$ cat src/rtl/core/cfa_pkg.sv
// Package: shared types and status codes of the contiguous frame allocator.
`timescale 1ns / 1ps
`default_nettype none
package cfa_pkg;
    localparam int unsigned OwnerW = 5;
    localparam int unsigned StatusW = 3;
    localparam int unsigned CountW = 9;
    localparam int unsigned StartW = 8;
    localparam int unsigned ModeW = 2;

    typedef enum logic [StatusW-1:0] {
        ST_PLACED    = 3'd0,
        ST_COMPACTED = 3'd1,
        ST_SKIPPED   = 3'd2,
        ST_FREED     = 3'd3,
        ST_NOT_FOUND = 3'd4
    } status_t;

    typedef enum logic [ModeW-1:0] {
        MODE_NEXT  = 2'd0,
        MODE_BEST  = 2'd1,
        MODE_WORST = 2'd2,
        MODE_ALT   = 2'd3
    } mode_t;

    localparam logic OP_ALLOC = 1'b0;
    localparam logic OP_FREE  = 1'b1;
endpackage
`default_nettype wire

$ cat src/rtl/core/contiguous_frame_allocator_core.sv
// Top level: contiguous frame allocator with next, best and worst fit plus compaction.
//
// Usage:
//  - Request channel: raise start with operation, owner_id and frames_needed
//    while busy is low; the request is taken at that edge and busy rises.
//  - Result channel: done pulses for one cycle with status, start_frame,
//    frames_moved and frames_changed. The receiver cannot stall; busy stays
//    high through the done cycle and falls in the cycle after it, so the next
//    request is taken at the edge that ends that idle cycle.
//  - Configuration: cfg_valid/cfg_ready write placement_mode; cfg_ready is
//    high whenever no request is in flight, start is low and no clearing
//    pass runs.
//  - Rate: one request walks the owner map (one RAM port, one frame per
//    cycle) in each pass. A free is one pass with the clears made in flight.
//    Best and worst fit scan once, next fit up to twice (from next_pointer,
//    then from frame 0), then write one frame per cycle. A compacting
//    allocation adds a count pass, a slide pass, a pass zeroing the tail and
//    the fill.
//  - Reset: the owner map is held in a RAM; after rst_n rises a clearing
//    pass writes every frame free, with busy high throughout. next_pointer
//    and placement_mode clear at once.
`timescale 1ns / 1ps
`default_nettype none
module contiguous_frame_allocator_core #(
    parameter int unsigned NUM_FRAMES = 256
) (
    input  wire logic       clk,
    input  wire logic       rst_n,
    input  wire logic       start,
    output logic            busy,
    input  wire logic       operation,
    input  wire logic [4:0] owner_id,
    input  wire logic [8:0] frames_needed,
    output logic            done,
    output logic [2:0]      status,
    output logic [7:0]      start_frame,
    output logic [8:0]      frames_moved,
    output logic [8:0]      frames_changed,
    input  wire logic       cfg_valid,
    output logic            cfg_ready,
    input  wire logic [1:0] cfg_data
);
    localparam int unsigned AW = $clog2(NUM_FRAMES);
    // frame counters must hold NUM_FRAMES itself plus headroom for pos+need
    localparam int unsigned FW = $clog2(NUM_FRAMES + 512) + 1;
    localparam logic [FW-1:0] NF = FW'(NUM_FRAMES);

    typedef enum logic [10:0] {
        S_CLEAR = 11'b00000000001,
        S_IDLE  = 11'b00000000010,
        S_SCAN  = 11'b00000000100,
        S_EVAL  = 11'b00000001000,
        S_FILL  = 11'b00000010000,
        S_FREE  = 11'b00000100000,
        S_COUNT = 11'b00001000000,
        S_SLIDE = 11'b00010000000,
        S_ZERO  = 11'b00100000000,
        S_PLACE = 11'b01000000000,
        S_DONE  = 11'b10000000000
    } state_t;

    state_t state_reg, state_next;

    // RAM port signals
    logic              we;
    logic [AW-1:0]     wa, ra;
    logic [4:0]        wd, rd;

    cfa_ram #(.WIDTH(cfa_pkg::OwnerW), .DEPTH(NUM_FRAMES)) u_map (
        .clk(clk), .wr_en(we), .wr_addr(wa), .wr_data(wd),
        .rd_addr(ra), .rd_data(rd)
    );

    logic [1:0]    mode_reg;
    logic [FW-1:0] nptr_reg;
    logic [4:0]    own_reg;
    logic [FW-1:0] need_reg;
    logic          pass2_reg;   // next-fit second pass from frame 0
    logic [FW-1:0] rcnt_reg;    // read address counter (issued)
    logic [FW-1:0] fcnt_reg;    // frame index of data arriving on rd
    logic          rv_reg;      // rd holds valid data for fcnt_reg
    logic [FW-1:0] run_reg, rstart_reg;
    logic          found_reg;
    logic [FW-1:0] blen_reg, bpos_reg;
    logic [FW-1:0] wcnt_reg;    // write pointer / fill pointer
    logic [FW-1:0] free_reg;
    logic [FW-1:0] moved_reg;
    logic          mseen_reg;   // free: owner run seen
    logic [2:0]    st_reg;
    logic [FW-1:0] sf_reg, chg_reg;

    logic mode_next_fit;
    assign mode_next_fit = (mode_reg == cfa_pkg::MODE_NEXT) || (mode_reg == cfa_pkg::MODE_ALT);

    assign busy      = (state_reg != S_IDLE);
    assign cfg_ready = (state_reg == S_IDLE) && !start;

    // hole-scan evaluation of the incoming frame (rd, index fcnt_reg)
    logic          at_end;      // the frame beyond the map closes the run
    logic          is_free;
    logic          close_run;
    logic          fits;
    logic          better;
    assign at_end   = (fcnt_reg == NF);
    assign is_free  = !at_end && (rd == '0);
    assign close_run = rv_reg && !is_free && (run_reg != '0);
    assign fits     = close_run && (run_reg >= need_reg);
    assign better   = !found_reg
                   || ((mode_reg == cfa_pkg::MODE_BEST) && (run_reg < blen_reg))
                   || ((mode_reg == cfa_pkg::MODE_WORST) && (run_reg > blen_reg));

    always_comb
    begin
        state_next = state_reg;
        we = 1'b0;
        wa = wcnt_reg[AW-1:0];
        wd = '0;
        ra = rcnt_reg[AW-1:0];
        unique case (state_reg)
            S_CLEAR:
            begin
                we = 1'b1;
                if (wcnt_reg == NF - FW'(1)) state_next = S_IDLE;
            end
            S_IDLE:
            begin
                if (start)
                begin
                    if (operation == cfa_pkg::OP_FREE)
                        state_next = (owner_id == '0) ? S_DONE : S_FREE;
                    else if (owner_id == '0 || frames_needed == '0)
                        state_next = S_DONE;
                    else
                        state_next = S_SCAN;
                end
            end
            S_SCAN:
            begin
                if (rv_reg && mode_next_fit && fits) state_next = S_FILL;
                else if (rv_reg && at_end) state_next = S_EVAL;
            end
            S_EVAL:
            begin
                if (mode_next_fit && !pass2_reg) state_next = S_SCAN;
                else if (found_reg) state_next = S_FILL;
                else state_next = S_COUNT;
            end
            S_FILL:
            begin
                we = 1'b1;
                wd = own_reg;
                if (wcnt_reg + FW'(1) >= chg_reg + sf_reg) state_next = S_DONE;
            end
            S_FREE:
            begin
                if (rv_reg && !at_end && rd == own_reg)
                begin
                    we = 1'b1;
                    wa = fcnt_reg[AW-1:0];
                end
                if (rv_reg && (at_end || (mseen_reg && rd != own_reg)))
                    state_next = S_DONE;
            end
            S_COUNT:
            begin
                if (rv_reg && at_end)
                    state_next = (need_reg > free_reg) ? S_DONE : S_SLIDE;
            end
            S_SLIDE:
            begin
                // read ahead and write lower; wcnt <= fcnt so no hazard
                if (rv_reg && !at_end && rd != '0)
                begin
                    we = 1'b1;
                    wd = rd;
                end
                if (rv_reg && at_end) state_next = S_ZERO;
            end
            S_ZERO:
            begin
                if (wcnt_reg < NF)
                    we = 1'b1;
                else
                    state_next = S_PLACE;
            end
            S_PLACE:
            begin
                if (wcnt_reg < NF && wcnt_reg < sf_reg + chg_reg)
                begin
                    we = 1'b1;
                    wd = own_reg;
                end
                else
                    state_next = S_DONE;
            end
            S_DONE:
            begin
                state_next = S_IDLE;
            end
            default:
            begin
                state_next = S_IDLE;
            end
        endcase
    end

    assign done           = (state_reg == S_DONE);
    assign status         = st_reg;
    assign start_frame    = sf_reg[7:0];
    assign frames_moved   = moved_reg[8:0];
    assign frames_changed = chg_reg[8:0];

    // state, mode, read stream and per-state datapath registers; each pass restarts the read stream
    always_ff @(posedge clk or negedge rst_n)
    begin
        if (!rst_n)
        begin
            state_reg <= S_CLEAR;
            mode_reg  <= '0;
            nptr_reg  <= '0;
            wcnt_reg  <= '0;
            rcnt_reg  <= '0;
            fcnt_reg  <= '0;
            rv_reg    <= 1'b0;
            st_reg    <= '0;
        end
        else
        begin
            state_reg <= state_next;
            if (cfg_valid && cfg_ready) mode_reg <= cfg_data;

            // read stream: issue rcnt, data for it appears next cycle
            if (state_reg == S_SCAN || state_reg == S_FREE || state_reg == S_COUNT
                || state_reg == S_SLIDE)
            begin
                if (rcnt_reg <= NF)
                begin
                    fcnt_reg <= rcnt_reg;
                    rv_reg   <= 1'b1;
                    rcnt_reg <= rcnt_reg + FW'(1);
                end
                else
                    rv_reg <= 1'b0;
            end
            else
                rv_reg <= 1'b0;

            unique case (state_reg)
                S_CLEAR:
                begin
                    wcnt_reg <= wcnt_reg + FW'(1);
                end
                S_IDLE:
                begin
                    own_reg   <= owner_id;
                    need_reg  <= FW'(frames_needed);
                    run_reg   <= '0;
                    found_reg <= 1'b0;
                    blen_reg  <= '0;
                    bpos_reg  <= '0;
                    mseen_reg <= 1'b0;
                    free_reg  <= '0;
                    moved_reg <= '0;
                    sf_reg    <= '0;
                    chg_reg   <= '0;
                    if (mode_next_fit && operation == cfa_pkg::OP_ALLOC
                        && nptr_reg < NF)
                    begin
                        rcnt_reg  <= nptr_reg;
                        pass2_reg <= 1'b0;
                    end
                    else
                    begin
                        rcnt_reg  <= '0;
                        pass2_reg <= 1'b1;
                    end
                    st_reg <= (operation == cfa_pkg::OP_FREE) ? cfa_pkg::ST_NOT_FOUND
                                                              : cfa_pkg::ST_SKIPPED;
                end
                S_SCAN:
                begin
                    if (rv_reg)
                    begin
                        if (is_free)
                        begin
                            if (run_reg == '0) rstart_reg <= fcnt_reg;
                            run_reg <= run_reg + FW'(1);
                        end
                        else
                        begin
                            run_reg <= '0;
                            if (fits && better)
                            begin
                                found_reg <= 1'b1;
                                blen_reg  <= run_reg;
                                bpos_reg  <= rstart_reg;
                            end
                        end
                        if (mode_next_fit && fits)
                        begin
                            wcnt_reg <= rstart_reg;
                            sf_reg   <= rstart_reg;
                            chg_reg  <= need_reg;
                            st_reg   <= cfa_pkg::ST_PLACED;
                            nptr_reg <= rstart_reg + need_reg;
                        end
                    end
                end
                S_EVAL:
                begin
                    run_reg <= '0;
                    if (mode_next_fit && !pass2_reg)
                    begin
                        pass2_reg <= 1'b1;
                        rcnt_reg  <= '0;
                    end
                    else if (found_reg)
                    begin
                        wcnt_reg <= bpos_reg;
                        sf_reg   <= bpos_reg;
                        chg_reg  <= need_reg;
                        st_reg   <= cfa_pkg::ST_PLACED;
                    end
                    else
                        rcnt_reg <= '0;
                end
                S_FILL:
                begin
                    wcnt_reg <= wcnt_reg + FW'(1);
                end
                S_FREE:
                begin
                    if (rv_reg && !at_end && rd == own_reg)
                    begin
                        if (!mseen_reg)
                        begin
                            sf_reg <= fcnt_reg;
                            st_reg <= cfa_pkg::ST_FREED;
                        end
                        mseen_reg <= 1'b1;
                        chg_reg   <= chg_reg + FW'(1);
                    end
                end
                S_COUNT:
                begin
                    if (rv_reg && is_free) free_reg <= free_reg + FW'(1);
                    if (rv_reg && at_end)
                    begin
                        rcnt_reg <= '0;
                        wcnt_reg <= '0;
                    end
                end
                S_SLIDE:
                begin
                    if (rv_reg && !at_end && rd != '0)
                    begin
                        if (wcnt_reg != fcnt_reg) moved_reg <= moved_reg + FW'(1);
                        wcnt_reg <= wcnt_reg + FW'(1);
                    end
                    if (rv_reg && at_end)
                    begin
                        sf_reg  <= wcnt_reg;
                        chg_reg <= need_reg;
                        st_reg  <= cfa_pkg::ST_COMPACTED;
                        if (mode_next_fit) nptr_reg <= wcnt_reg + need_reg;
                    end
                end
                S_ZERO:
                begin
                    if (wcnt_reg < NF) wcnt_reg <= wcnt_reg + FW'(1);
                    else wcnt_reg <= sf_reg;
                end
                S_PLACE:
                begin
                    wcnt_reg <= wcnt_reg + FW'(1);
                end
                S_DONE:
                begin
                    rcnt_reg <= '0;
                end
                default:
                begin
                    rcnt_reg <= '0;
                end
            endcase
        end
    end
endmodule
`default_nettype wire

$ cat src/rtl/core/cfa_ram.sv
// Generic single-port-write, single-port-read RAM with registered read data.
`timescale 1ns / 1ps
`default_nettype none
module cfa_ram #(
    parameter int unsigned WIDTH = 5,
    parameter int unsigned DEPTH = 256
) (
    input  wire logic                     clk,
    input  wire logic                     wr_en,
    input  wire logic [$clog2(DEPTH)-1:0] wr_addr,
    input  wire logic [WIDTH-1:0]         wr_data,
    input  wire logic [$clog2(DEPTH)-1:0] rd_addr,
    output logic      [WIDTH-1:0]         rd_data
);
    logic [WIDTH-1:0] mem [DEPTH];

    always_ff @(posedge clk)
    begin
        if (wr_en)
        begin
            mem[wr_addr] <= wr_data;
        end
        rd_data <= mem[rd_addr];
    end
endmodule
`default_nettype wire

$ cat config.mk
export PLATFORM = sky130hd
export DESIGN_NAME = contiguous_frame_allocator_core
export DESIGN_NICKNAME = d
export VERILOG_FILES = /design/src/rtl/core/cfa_pkg.sv /design/src/rtl/core/contiguous_frame_allocator_core.sv /design/src/rtl/core/cfa_ram.sv
export SDC_FILE = /design/constraint.sdc
export NUM_CORES = 2
export LEC_CHECK = 0
export BUFFER_PORTS_ARGS = -buffer_cell sky130_fd_sc_hd__clkbuf_2
export CAP_MARGIN = 40
export CORE_ASPECT_RATIO = 1.75
export CORE_MARGIN = 2
export CORE_UTILIZATION = 35
export DETAILED_ROUTE_END_ITERATION = 8
export SYNTH_ARGS = -nofsm -noshare
export SYNTH_HDL_FRONTEND = slang
export SYNTH_SLANG_ARGS = --single-unit
$ cat constraint.sdc
create_clock -name clk -period 15.5 [get_ports clk]
set_clock_uncertainty 0.05 [all_clocks]
set_input_delay 3.1 -clock clk [delete_from_list [all_inputs] [get_ports clk]]
set_output_delay 3.1 -clock clk [all_outputs]
set_load 0.01 [all_outputs]
==> out/results.tsv <==
stage	metric	value	unit
sta	final number of max-transition violations	0	
floorplan	starting density of the core	35.12	%
placement	dpl cell area	0.06357	mm²
layout	layout cells sized above 1	20.20	%
hold_path	Hold Path Cell Cnt	2	
clock_tree	Root Driver	clkbuf_16	
setup_path	startpoint types	primary input	
sta	post-route setup TNS	0	ps
synth	Post-synth EDFFs	1383	
floorplan	die area	0.1767	mm²
grt	largest net degree at the start of global routing	128	
setup_path	slowest CP cell	nor2_1	
placement	Place WS	8562	ps
sta	final hold vios	0	
job	max_cap viols	0	
detailed_routing	Routed Antenna Nets	0	
layout	non-filler cells, final	5800	
layout	max reg flops	1280	
setup_path	Worst Path Arrival	3760	ps
detailed_routing	Vias	31852	
setup_path	crit end category	output pin	
pwr	leak pwr	0.02372	µW
placement	Final Wtd Congestion	0.8760	
clock_tree	CTS tree	built	
pwr	Pwr Density	143.8	mW/mm²
outcome	outcome	complete, no violations	
placement	Detail Placement HPWL	97860	µm
clock_tree	CTS H-tree depth	3	
clock_tree	Worst-Skew Late Latency	780	ps
synth	Synth Cell Area	0.06063	mm²
sta	# setup viols final	0	
detailed_routing	residual DRC count	0	
clock_tree	TritonCTS Buffers	117	
detailed_routing	total wire length	152900	µm
sta	Tcrit/Tclk final	44.58	%
grt	global route overflow	0	
grt	antenna violations before repair	1	
placement	port bufs	52	
synth	Mapped Nets	3543	
grt	first-pass GRT wire length	225100	µm
sta	RSZ-0062 raised after global routing	false	
synth	Netlist cell types	79	
setup_path	critical path type	primary input to output pin	
sta	final worst path period need	6909	ps
layout	final net count	3548	
floorplan	# rows	202	
setup_path	crit-path max cell delay	340	ps
synth	Seq/Total Area, Yosys	71.18	%
clock_tree	clk buf depth	3	
sta	Slew HR	33.63	%
clock_tree	Hold Buf Count CTS	0	
synth	ys flop type	edfxtp_1	
sta	worst slew pin tran	988.0	ps
setup_path	Max FO, Critical Path	5	
grt	GRT Total Usage	17.11	%
sta	fmax	0.1447	GHz
layout	Layout area overhead	11.45	%
setup_path	most frequent CP cell	clkbuf_2	
floorplan	chip height	554.6	µm
clock_tree	CTS clk-pin slew, worst paths	70	ps
synth	Syn Area/Cell	17.59	µm²
sta	final setup margin	8591	ps
layout	fin area	0.06757	mm²
detailed_routing	drt wl/cell	26.37	µm
hold_path	Min-Delay Path Class	register to register	
setup_path	path depth of the worst reg2reg path	15	
detailed_routing	First DRT Iteration DRCs	2458	
pwr	peak supply drop	0.1228	mV
synth	synthesized flop and latch total	1449	
detailed_routing	DR pass1 iterations	8	
clock_tree	CTS Sinks	1449	
setup_path	crit-path cells	clkbuf_2, nor2_1, clkbuf_2	
floorplan	Core Box Area	0.1726	mm²
setup_path	CP Data Required Time	12350	ps
floorplan	IO Count	53	
synth	cell count after synthesis	3447	
placement	Placed Cells	5577	
clock_tree	post-CTS setup buffer count	0	
synth	Synth async-reset ratio	4.210	%
floorplan	Chip Width	318.6	µm
detailed_routing	vias per cell	5.492	
layout	Largest Register	u_map.mem	
grt	vias in the first global route	33693	
synth	Synth Warn #	0	
clock_tree	post-CTS sizing	0	
-- Yosys cell counts (6+ instances only) --
library cell | number | share of area (%)
edfxtp_1 | 1383 | 68
mux4_2 | 320 | 12
nor3_1 | 290 | 2.4
nand2_1 | 161 | 1.0
clkbuf_1 | 124 | 0.77
nor2_1 | 103 | 0.64
a22oi_1 | 95 | 1.2
ha_1 | 73 | 1.5
buf_2 | 71 | 0.59
a21oi_1 | 67 | 0.55
dfrtp_1 | 60 | 2.5
a221oi_1 | 55 | 0.79
inv_1 | 52 | 0.32
nand3_1 | 52 | 0.43
xor2_1 | 51 | 0.74
a22o_1 | 46 | 0.66
o21ai_0 | 35 | 0.29
xnor2_1 | 35 | 0.51
and2_1 | 28 | 0.29
buf_1 | 25 | 0.15
mux2_2 | 22 | 0.41
nand2b_1 | 22 | 0.23
and3_1 | 20 | 0.21
buf_4 | 20 | 0.25
nand4_1 | 19 | 0.20
o22ai_1 | 19 | 0.20
nor2b_1 | 18 | 0.19
o221ai_1 | 15 | 0.22
nand3b_1 | 11 | 0.14
o21a_1 | 11 | 0.14
nor4_1 | 9 | 0.093
or2_2 | 8 | 0.083
a21boi_0 | 7 | 0.087
a21o_1 | 7 | 0.087
o21ai_2 | 7 | 0.10
a31oi_1 | 6 | 0.062
and4_1 | 6 | 0.087
o211ai_1 | 6 | 0.074
o21ai_1 | 6 | 0.050
-- path summary, 6_finish.rpt --
kind / from / endpoint / slack [ps]
max: start / cfg_ready / 8590
min: nptr_reg[4] / rcnt_reg[4] / 420
max reg2reg: chg_reg[0] / u_map.mem[168][0] / 9400
min reg2reg: nptr_reg[4] / rcnt_reg[4] / 420
max in group asynchronous: rst_n / rcnt_reg[1] / 12250
min in group asynchronous: rst_n / state_reg[7] / 2170
-- worst max-delay path: cells and delay by family --
family	cells	cell delay, ps
and+or+nand+nor	1	340
buffers and inverters	2	320
-- area by class of cell --
type                            instances  area [µm²]
Clock inverter                         91        1002
Inverter                               53       198.9
Tap cell                             2244        2808
Fill cell                           15585      105100
Clock buffer                          131        3000
Multi-Input combinational cell       1701       16290
Antenna cell                            1       2.502
Timing Repair Buffer                  130        1101
Sequential cell                      1449       43170
-- per-stage QoR --
step	total power [µW]	utilization, %	hold WS (ps)
after floorplan	5993	-	369.6
after global placement	6663	36.60	421.0
after detailed placement	6707	36.82	422.7
after CTS	9790	39.14	408.8
after global routing	10100	39.14	442.8
final	9719	39.14	417.5
-- per-layer routing --
metal  track usage, %  part of all wire [%]
met1            18.73                    35
met2            32.30                    55
met3            1.774                   4.1
met4            9.059                   5.5
met5                0                     0
-- placed cells by master (no fill, tap or decap), drive strengths merged, types with 6 or more instances in the layout --
cell / Yosys / routed
edfxtp: 1383 / 1383
mux4: 320 / 320
nor3: 291 / 291
clkbuf: 126 / 182
nand2: 163 / 163
nor2: 103 / 103
a22oi: 95 / 95
buf: 118 / 79
ha: 73 / 73
a21oi: 67 / 67
inv: 53 / 62
dfrtp: 60 / 60
a221oi: 55 / 55
nand3: 52 / 52
xor2: 51 / 51
clkinv: 0 / 51
o21ai: 48 / 48
a22o: 46 / 46
xnor2: 35 / 35
and2: 28 / 28
nand2b: 22 / 22
mux2: 22 / 22
and3: 20 / 20
nand4: 19 / 19
o22ai: 19 / 19
clkinvlp: 0 / 18
nor2b: 18 / 18
o221ai: 15 / 15
bufinv: 0 / 13
nor4: 12 / 12
o21a: 11 / 11
nand3b: 11 / 11
or2: 8 / 8
a21o: 7 / 7
a21boi: 7 / 7
nor4b: 7 / 7
o31ai: 7 / 7
and4: 6 / 6
o211ai: 6 / 6
a31oi: 6 / 6
-- power breakdown --
| group | total [µW] | switching [µW] | internal (µW) |
|---|---|---|---|
| logic | 1950 | 1240 | 710 |
| clock network | 3100 | 1460 | 1640 |
| registers | 4660 | 245 | 4420 |
| total | 9720 | 2950 | 6770 |
-- kinds of logic after synthesis --
family          synth area share (%)
flops                          71.18
simple gates                   6.395
compound gates                 5.087
mux                            12.36
buf+inv                        2.142
xor+xnor                       1.242
fa+ha+maj                      1.589
Note: power is estimated with default switching activity, not from simulation.
